### src/design/i4dq_pkg.sv
`timescale 1ns / 1ps

package i4dq_pkg;

	localparam int ACC_W   = 24;
	localparam int SCALE_W = 16;
	localparam int PROD1_W = ACC_W + SCALE_W;
	localparam int RES_W   = PROD1_W + SCALE_W;

	localparam int S_DATA_W = 56;
	localparam int M_DATA_W = 80;

	// entries in the queue between front and back; a power of two
	localparam int QUEUE_DEPTH = 4;

	localparam logic signed [ACC_W:0] ACC_MAX = (ACC_W + 1)'(8388607);
	localparam logic signed [ACC_W:0] ACC_MIN = -(ACC_W + 1)'(8388608);

	// one finished dot product waiting for dequantization
	typedef struct packed {
		logic signed [ACC_W-1:0]   acc;
		logic signed [SCALE_W-1:0] wscale;
		logic signed [SCALE_W-1:0] ascale;
	} q_entry_t;

	typedef struct packed {
		logic full;
		logic empty;
	} q_stat_t;

	// code minus 8 equals the nibble with its top bit flipped, read as signed
	function automatic logic signed [3:0] nib_weight(input logic [3:0] code);
		return {~code[3], code[2:0]};
	endfunction

endpackage

### src/design/i4dq_front.sv
`timescale 1ns / 1ps

module i4dq_front (
	input  logic                            clk,
	input  logic                            arst_n,
	input  logic                            s_tvalid,
	output logic                            s_tready,
	input  logic [i4dq_pkg::S_DATA_W-1:0]   s_tdata,  // weight_byte, act_first, act_second,
	                                                  // weight_scale, act_scale
	input  logic                            s_tuser,  // second_present
	input  logic                            s_tlast,
	input  i4dq_pkg::q_stat_t               qstat,
	output logic                            push,
	output i4dq_pkg::q_entry_t              push_entry
);

	logic signed [i4dq_pkg::ACC_W-1:0] acc_q;
	logic signed [3:0]                 w0, w1;
	logic signed [7:0]                 a0, a1;
	logic signed [11:0]                p0, p1;
	logic signed [12:0]                contrib;
	logic signed [i4dq_pkg::ACC_W:0]   sum;
	logic signed [i4dq_pkg::ACC_W-1:0] acc_next;
	logic                              xfer;

	assign s_tready = !qstat.full;
	assign xfer     = s_tvalid && s_tready;

	always_comb begin
		w0 = i4dq_pkg::nib_weight(s_tdata[3:0]);
		w1 = i4dq_pkg::nib_weight(s_tdata[7:4]);
		a0 = $signed(s_tdata[15:8]);
		a1 = $signed(s_tdata[23:16]);
		p0 = w0 * a0;
		p1 = s_tuser ? w1 * a1 : 12'sd0;
		contrib = 13'(p0) + 13'(p1);
		sum = (i4dq_pkg::ACC_W + 1)'(acc_q) + (i4dq_pkg::ACC_W + 1)'(contrib);
		if (sum > i4dq_pkg::ACC_MAX) begin
			acc_next = i4dq_pkg::ACC_MAX[i4dq_pkg::ACC_W-1:0];
		end else if (sum < i4dq_pkg::ACC_MIN) begin
			acc_next = i4dq_pkg::ACC_MIN[i4dq_pkg::ACC_W-1:0];
		end else begin
			acc_next = sum[i4dq_pkg::ACC_W-1:0];
		end
	end

	always_ff @(posedge clk or negedge arst_n) begin
		if (!arst_n) begin
			acc_q <= '0;
		end else if (xfer) begin
			acc_q <= s_tlast ? '0 : acc_next;
		end
	end

	assign push              = xfer && s_tlast;
	assign push_entry.acc    = acc_next;
	assign push_entry.wscale = $signed(s_tdata[39:24]);
	assign push_entry.ascale = $signed(s_tdata[55:40]);

endmodule

### src/design/i4dq_queue.sv
`timescale 1ns / 1ps

module i4dq_queue #(
	parameter int DEPTH = i4dq_pkg::QUEUE_DEPTH
) (
	input  logic               clk,
	input  logic               arst_n,
	input  logic               push,
	input  i4dq_pkg::q_entry_t push_entry,
	input  logic               pop,
	output i4dq_pkg::q_entry_t pop_entry,
	output i4dq_pkg::q_stat_t  qstat
);

	localparam int PW = $clog2(DEPTH);

	i4dq_pkg::q_entry_t entries_q [DEPTH];
	logic [PW-1:0]      wr_ptr_q, rd_ptr_q;
	logic [PW:0]        count_q;

	always_ff @(posedge clk) begin
		if (push) begin
			entries_q[wr_ptr_q] <= push_entry;
		end
	end

	always_ff @(posedge clk or negedge arst_n) begin
		if (!arst_n) begin
			wr_ptr_q <= '0;
			rd_ptr_q <= '0;
			count_q  <= '0;
		end else begin
			if (push) begin
				wr_ptr_q <= wr_ptr_q + 1'b1;
			end
			if (pop) begin
				rd_ptr_q <= rd_ptr_q + 1'b1;
			end
			if (push && !pop) begin
				count_q <= count_q + 1'b1;
			end else if (pop && !push) begin
				count_q <= count_q - 1'b1;
			end
		end
	end

	assign pop_entry   = entries_q[rd_ptr_q];
	assign qstat.full  = (count_q == (PW + 1)'(DEPTH));
	assign qstat.empty = (count_q == '0);

endmodule

### src/design/i4dq_back.sv
`timescale 1ns / 1ps

module i4dq_back (
	input  logic                          clk,
	input  logic                          arst_n,
	input  i4dq_pkg::q_stat_t             qstat,
	input  i4dq_pkg::q_entry_t            pop_entry,
	output logic                          pop,
	output logic                          m_tvalid,
	input  logic                          m_tready,
	output logic [i4dq_pkg::M_DATA_W-1:0] m_tdata   // scaled_result, raw_dot
);

	logic                                valid_s1, valid_s2;
	logic signed [i4dq_pkg::PROD1_W-1:0] prod_s1;
	logic signed [i4dq_pkg::SCALE_W-1:0] ascale_s1;
	logic signed [i4dq_pkg::ACC_W-1:0]   acc_s1, acc_s2;
	logic signed [i4dq_pkg::RES_W-1:0]   scaled_s2;
	logic                                adv_s2, adv_s1;

	assign adv_s2 = !valid_s2 || m_tready;
	assign adv_s1 = !valid_s1 || adv_s2;
	assign pop    = !qstat.empty && adv_s1;

	always_ff @(posedge clk or negedge arst_n) begin
		if (!arst_n) begin
			valid_s1 <= 1'b0;
			valid_s2 <= 1'b0;
		end else begin
			if (adv_s1) begin
				valid_s1 <= pop;
			end
			if (adv_s2) begin
				valid_s2 <= valid_s1;
			end
		end
	end

	// acc * weight scale, then * activation scale; exact, no rounding
	always_ff @(posedge clk) begin
		if (adv_s1 && pop) begin
			prod_s1   <= pop_entry.acc * pop_entry.wscale;
			ascale_s1 <= pop_entry.ascale;
			acc_s1    <= pop_entry.acc;
		end
		if (adv_s2 && valid_s1) begin
			scaled_s2 <= prod_s1 * ascale_s1;
			acc_s2    <= acc_s1;
		end
	end

	assign m_tvalid = valid_s2;
	assign m_tdata  = {acc_s2, scaled_s2};

endmodule

### src/design/int4_int8_dot_dequant.sv
`timescale 1ns / 1ps

// channel  dir  tdata (low bit up)                                         tuser           tlast
// s_*      in   weight_byte, act_first, act_second, weight_scale, act_scale  second_present  last
// m_*      out  scaled_result[55:0], raw_dot[79:56]                        -               -
//
// One input transfer per cycle while the result queue has room; the
// multiply-add and saturation into the 24-bit accumulator finish in that cycle.
// A transfer with tlast queues the dot product; the back end pops it and scales it
// through two registered multiplies, s1 and s2, before m_tvalid rises.
// Reset clears the accumulator, the queue and the output stage.
// Output stalls fill the queue; s_tready drops only when it is full.
module int4_int8_dot_dequant #(
	parameter int QDEPTH = i4dq_pkg::QUEUE_DEPTH
) (
	input  logic                          clk,
	input  logic                          arst_n,
	input  logic                          s_tvalid,
	output logic                          s_tready,
	input  logic [i4dq_pkg::S_DATA_W-1:0] s_tdata,  // weight_byte, act_first, act_second,
	                                                // weight_scale, act_scale
	input  logic                          s_tuser,  // second_present
	input  logic                          s_tlast,
	output logic                          m_tvalid,
	input  logic                          m_tready,
	output logic [i4dq_pkg::M_DATA_W-1:0] m_tdata   // scaled_result, raw_dot
);

	i4dq_pkg::q_stat_t  qstat;
	i4dq_pkg::q_entry_t push_entry, pop_entry;
	logic               push, pop;

	i4dq_front u_front (
		.clk        (clk),
		.arst_n     (arst_n),
		.s_tvalid   (s_tvalid),
		.s_tready   (s_tready),
		.s_tdata    (s_tdata),
		.s_tuser    (s_tuser),
		.s_tlast    (s_tlast),
		.qstat      (qstat),
		.push       (push),
		.push_entry (push_entry)
	);

	i4dq_queue #(
		.DEPTH (QDEPTH)
	) u_queue (
		.clk        (clk),
		.arst_n     (arst_n),
		.push       (push),
		.push_entry (push_entry),
		.pop        (pop),
		.pop_entry  (pop_entry),
		.qstat      (qstat)
	);

	i4dq_back u_back (
		.clk       (clk),
		.arst_n    (arst_n),
		.qstat     (qstat),
		.pop_entry (pop_entry),
		.pop       (pop),
		.m_tvalid  (m_tvalid),
		.m_tready  (m_tready),
		.m_tdata   (m_tdata)
	);

	a_no_overflow: assert property (@(posedge clk) disable iff (!arst_n)
		push |-> !qstat.full)
		else $error("queue written while full");

	a_no_underflow: assert property (@(posedge clk) disable iff (!arst_n)
		pop |-> !qstat.empty)
		else $error("queue read while empty");

	a_zero_dot: assert property (@(posedge clk) disable iff (!arst_n)
		(m_tvalid && m_tdata[79:56] == '0) |-> m_tdata[55:0] == '0)
		else $error("zero dot product with nonzero scaled result");

endmodule
### config.mk
export PLATFORM = sky130hd
export DESIGN_NAME = int4_int8_dot_dequant
export DESIGN_NICKNAME = d
export VERILOG_FILES = /design/src/design/i4dq_pkg.sv /design/src/design/i4dq_front.sv /design/src/design/i4dq_queue.sv /design/src/design/i4dq_back.sv /design/src/design/int4_int8_dot_dequant.sv
export SDC_FILE = /design/constraint.sdc
export NUM_CORES = 2
export LEC_CHECK = 0
export ABC_AREA = 0
export BUFFER_PORTS_ARGS = -buffer_cell sky130_fd_sc_hd__buf_2
export CAP_MARGIN = 20
export CORE_ASPECT_RATIO = 1.1
export CORE_MARGIN = 5
export CORE_UTILIZATION = 55
export CTS_BUF_LIST = sky130_fd_sc_hd__clkbuf_4 sky130_fd_sc_hd__clkbuf_8
export CTS_CLUSTER_DIAMETER = 120
export DETAILED_ROUTE_END_ITERATION = 6
export GPL_ROUTABILITY_DRIVEN = 0
export PLACE_DENSITY = 0.77
export SLEW_MARGIN = 25
export SYNTH_ARGS = -nofsm -noshare
export SYNTH_HDL_FRONTEND = slang
export SYNTH_SLANG_ARGS = --single-unit
export TNS_END_PERCENT = 50
### constraint.sdc
create_clock -name clk -period 7.8 [get_ports clk]
set_input_delay 0.39 -clock clk [delete_from_list [all_inputs] [get_ports clk]]
set_output_delay 0.39 -clock clk [all_outputs]
set_load 0.1 [all_outputs]
== Word-level counts from Yosys, hierarchy flattened ==
Memory sizes are Yosys's and may differ from the RTL's.
Cells that the tools add are included.

* Add/sub/neg operators: 6
* $mul: 4
* Magnitude comparators: 2
* Equal/unequal tests: 1
* Muxes and demuxes: 8
* Bitwise gates (word level): 2
* Reduce and logical (&&, ||, !) cells: 17

{| class="wikitable"
|+ Operators with widths
! operator !! count
|-
| 2-to-1 mux 24 bit || 3
|-
| multiplier 40 x 16 -> 56 bit || 1
|-
| multiplier 24 x 16 -> 40 bit || 1
|-
| adder 24 x 13 -> 25 bit || 1
|-
| greater-than comparator 25 x 24 -> 1 bit, second input constant || 1
|-
| < comparator 25 x 24 -> 1 bit, second input constant || 1
|-
| multiplier 4 x 8 -> 12 bit || 2
|-
| adder 12 x 12 -> 13 bit || 1
|-
| 2-to-1 mux 12 bit || 1
|-
| logical AND 1 bit || 7
|-
| logical NOT 1 bit || 6
|-
| 2-to-1 mux 3 bit || 2
|-
| adder 2 x 1 -> 2 bit, second input constant || 2
|-
| adder 3 x 1 -> 3 bit, second input constant || 1
|-
| == test 3 bit, second input constant || 1
|-
| logical NOT 3 bit || 1
|-
| subtractor 3 x 1 -> 3 bit, second input constant || 1
|-
| logical OR 1 bit || 2
|-
| 2-to-1 mux 1 bit || 2
|-
| NOT 1 bit || 2
|-
| nonzero test 2 bit || 1
|}

* Register bits after elaboration: 193
* Bits in writable memories: 224
* Bits of input ports: 62
* Output and inout bits: 82
* Word-level logic and storage cells: 52
* Memories: 1

{| class="wikitable"
|+ Memories
! name !! words !! bits a word !! read ports !! clocked after memory_dff !! write ports !! line !! text
|-
| u_queue.entries_q || 4 || 56 || 1 || 0 || 1 || i4dq_queue.sv:17 || <nowiki>i4dq_pkg::q_entry_t entries_q [DEPTH];</nowiki>
|}

== Longest topological paths before layout ==
* Depth in word-level cells: 9
* Gate-level depth with buffers: 37
* Gate-level depth less buffers: 35

== Cells and area by module ==
A second synthesis with hierarchy kept.

* Cells, all modules: 5230
* Area, all modules: 54762.5 um^2

{| class="wikitable"
|+ Modules (own cells, without submodules)
! module !! instances !! cells each !! area an instance (um^2) !! seq. area each (um^2)
|-
| i4dq_back || 1 || 4261 || 40323.7 || 4854.7
|-
| i4dq_queue || 1 || 327 || 8499.4 || 6901.6
|-
| i4dq_front || 1 || 642 || 5939.4 || 600.6
|}

== Least setup slack after synthesis ==
OpenSTA, ideal clock, no wires.

* Kind: input port to flip-flop
* Start point: in s_tdata[7] (netlist bit)
* End point: mem u_queue.entries_q[0][36] (netlist bit), data pin
* Library setup time: 0.277 ns
* Data arrival time: 8.470 ns
* Required time: 7.523 ns
* Setup slack: -0.947 ns
* Stages on the path: 36
* Path buffers: 3
* Path through: clkbuf_1 > or2_2 > fa_1 > fa_1 > inv_1 > fa_1 > ha_1 > inv_1 > fa_1 > nor2b_1 > o21ai_0 > nand2b_1 > a21oi_1 > o21bai_1 > a21o_1 > a21oi_1 > xnor2_1 > and2_1 > inv_1 > fa_1 > inv_1 > fa_1 > fa_1 > ha_1 > ha_1 > a21oi_1 > o21ai_0 > a2111oi_1 > nor2_1 > a21oi_1 > o21ai_0 > xnor2_1 > buf_2 > nor2_1 > clkbuf_1 > nor2_1

{| class="wikitable"
|+ RTL lines
! what !! line !! text
|-
| start: declaration || int4_int8_dot_dequant.sv:20 || <nowiki>input logic [i4dq_pkg::S_DATA_W-1:0] s_tdata,</nowiki>
|-
| end: declaration || i4dq_queue.sv:17 ||
|}

==> impl_metrics.toml <==
[synth]
post_synth_xor_area_fraction = 0.0221
ys_ff_latch = 417
postSynthNetCount = 6505
synth_commonest_cells = "1,097 x inv_1, 1,066 x fa_1, 729 x nand2_1"
syn_avg_cell_area_um2 = 10.6
synth_top_cells_by_area = "fa_1 40%, edfxtp_1 22%, inv_1 7.7%"
ys.flop_type = "edfxtp_1"
synth_area_in_compound_gates = 0.0457
synthAdderAreaFrac = 0.469
synth_seq_area_share = 0.231
synth_simple_gate_area_frac = 0.117
netlist_instances = 5077
synth_most_common_cell = "inv_1"
synthArstFlopShare = 0.0791
synth.area.mux_share = 0.0238
yosysWarnings = 0
netlist_area_mm2 = 0.0536
synth-edff-count = 384
synth_largest_area_cell = "fa_1"
portion_of_synthesized_cell_area_occupied_by_the_leading_cell_type = 0.398
synth.distinct_cells = 63
dominant_combinational_cell_family_by_area_after_synthesis = "adder cells"

[clocking]
cts_htree_levels = 3
clk_latency_ps = 700
cts-buffers-inserted = 70
cts.reportedPaths.clkPinSlew_ps = 60
tritoncts = "built"
clock_sink_count = 417
root_buffer_selected_by_cts = "clkbuf_8"
cts.path.max_buffers = 3

[detailed_routing]
number_of_nets_with_antenna_violations_after_routing = 0
drtIter0Drc = 2410
drc = 0
totalWireLength_mm = 126
drt_pass1_iterations = 7
post_drt_via_cell_ratio = 5.38
routedWlPerCell_um = 18.4
num_vias = 36710

[global_route]
wire_length_of_the_first_global_routing_pass_mm = 207
grt_pass1_vias = 40056
globalRoute.totalOverflow = 0
gr_usage_total = 0.249
grt_max_degree = 65
grt_antenna_before_repair = 6

[placement]
io_buf_count = 143
post-place-cells = 6638
dpl.hpwl_mm = 103

[sta]
slew_headroom = 0.312
final.min_clock_period_ps = 7850
slew_viol_final = 0
fmaxAchievable_mhz = 127
final_hold_viol_count = 0
finalSetupTns_ps = -831
finClkSkew_ps = 62.6
worst-slew-pin-transition_ps = 1030
final.setup.worst_slack_ps = -52.5
grt_setup_unrepaired = "yes"
setup_violations = 26
final_min_period_over_clock_period = 1.01

[setup_path]
endpoint_kind = "register"
worst-path-max-fanout = 7
critical-path-max-stage-delay_ps = 540
reg2regPathDepth = 26
worst_ep_arrival_time_ps = 8250
crit_path_start_kind = "primary input"
timing.critical_path.slowest_stage_cell = "fa_1"
worstPathRequired_ps = 8200
criticalPathCategory = "primary input to register"
cpMostUsedCell = "fa_1"
timing.rr.end = "u_back.prod_s1[38]"
r2r_slack_ps = 260
r2r-start = "u_queue.rd_ptr_q[1]"

[hold_path]
min_path_cells = 3
whs_endpoint = "u_queue.wr_ptr_q[0]"
timing.hold.worst.class = "primary input to register"
worstHoldStart = "s_tlast"

[die]
dieArea_mm2 = 0.104
core_region_area_mm2 = 0.0970
fp-row-count = 120
num_io_pins = 144
die_width_um = 308
die_height_um = 337
start_util = 0.552

[final_layout]
fill_cells = 7529
net_total_in_the_final_layout = 6905
fraction_of_layout_instances_using_a_drive_strength_above_1 = 0.140
syn2layout_area_growth_pct = 12.9
finalNonFillerCells = 6819

[job]
drv.max_cap_violation_count = 0

[outcome]
status = "finished, violations left"
violated_checks = "setup timing"
## metrics by stage
| step | hold WS (ps) | setup slack [ps] | util | area [µm²] |
|---|---|---|---|---|
| 2_1_floorplan | 94.4 | -493 | - | 53900 |
| 3_3_place_gp | 401 | -688 | 0.600 | 58200 |
| 3_5_place_dp | 405 | -844 | 0.600 | 58200 |
| 4_1_cts | 11.2 | 16.3 | 0.621 | 60200 |
| 5_1_grt | 60.0 | -312 | 0.624 | 60500 |
| 6_report | 79.9 | -52.5 | 0.624 | 60500 |
## cells by family (layout without fill, tap and decap cells)
kind of cell | after synthesis | in the layout
compound gates | 380 | 380
xor+xnor | 135 | 135
fa+ha+maj | 1371 | 1371
buf+inv | 1301 | 1756
flops | 417 | 417
mux | 74 | 74
other cells | 0 | 6
simple gates | 1399 | 1399
## repair_timing
action                                  CTS  global route
hold endpoints to repair                163             0
resized for setup                        13            69
hold buffers                             34             0
setup buffers                             8             6
gates cloned                              1             0
pin swaps                                 6            11
endpoints found under the setup margin   64           125
## critical path, delay by kind of cell
family                     cells  cell delay, ps
AOI/OAI and AO/OA             11            1680
xor gates and xnor gates       2             320
adders and majority gates     10            4030
buffers and inverters          9             930
and+or+nand+nor                6             900
## worst max-delay path by stage
stage / start / end / slack, ps
after floorplan: s_tdata[7] / u_queue.entries_q[0][36] / -490
after global placement: s_tdata[7] / u_front.acc_q[8] / -690
after detailed placement: s_tdata[7] / u_queue.entries_q[0][35] / -840
after CTS: s_tdata[7] / u_front.acc_q[16] / 20
after global routing: s_tdata[7] / u_queue.entries_q[1][50] / -310
final: s_tdata[7] / u_queue.entries_q[1][50] / -50
## cell type report
cell class | count | area [µm²] | area share
diodes | 6 | 15.0 | 0.000248
well taps | 1281 | 1600 | 0.0265
clock buffers | 94 | 1170 | 0.0194
repair buffers | 524 | 3950 | 0.0653
multi-input cells | 3359 | 36800 | 0.609
flip-flops and latches | 417 | 12400 | 0.204
inverters | 1105 | 4150 | 0.0686
clock inverters | 33 | 404 | 0.00668
## flip-flops by register name (all words and copies together) (netlist names)
signal and cells:
u_back.acc_s2 24, u_back.prod_s1 40, u_queue.count_q 3, u_queue.rd_ptr_q 2, u_back.valid_s1 1, u_front.acc_q 24, u_back.scaled_s2 56, u_back.acc_s1 24
u_back.m_tvalid 1, u_queue.wr_ptr_q 2, u_back.ascale_s1 16, u_queue.entries_q 224
## cells in the final DEF (no fill, tap or decap), types with 92 or more instances in the layout
cell type  count
nand2_1      727
edfxtp_1     384
buf_4        321
a21oi_1       92
ha_1         288
xnor2_1       99
inv_1       1095
and2_1       252
fa_1        1064
nor2_1       219
buf_2        142
## routing by layer
metal | GRT usage | vias to the layer above | routed length (µm)
met5 | 0 | - | 22
met4 | 0.0880 | 4 | 4780
met3 | 0.0382 | 313 | 9110
met2 | 0.436 | 1425 | 63300
met1 | 0.318 | 18676 | 48500
li1 | - | 16292 | -
Power is left out: the tool's default activity adds up to more than one toggle a clock period on the data nets, which glitch-free logic cannot reach.
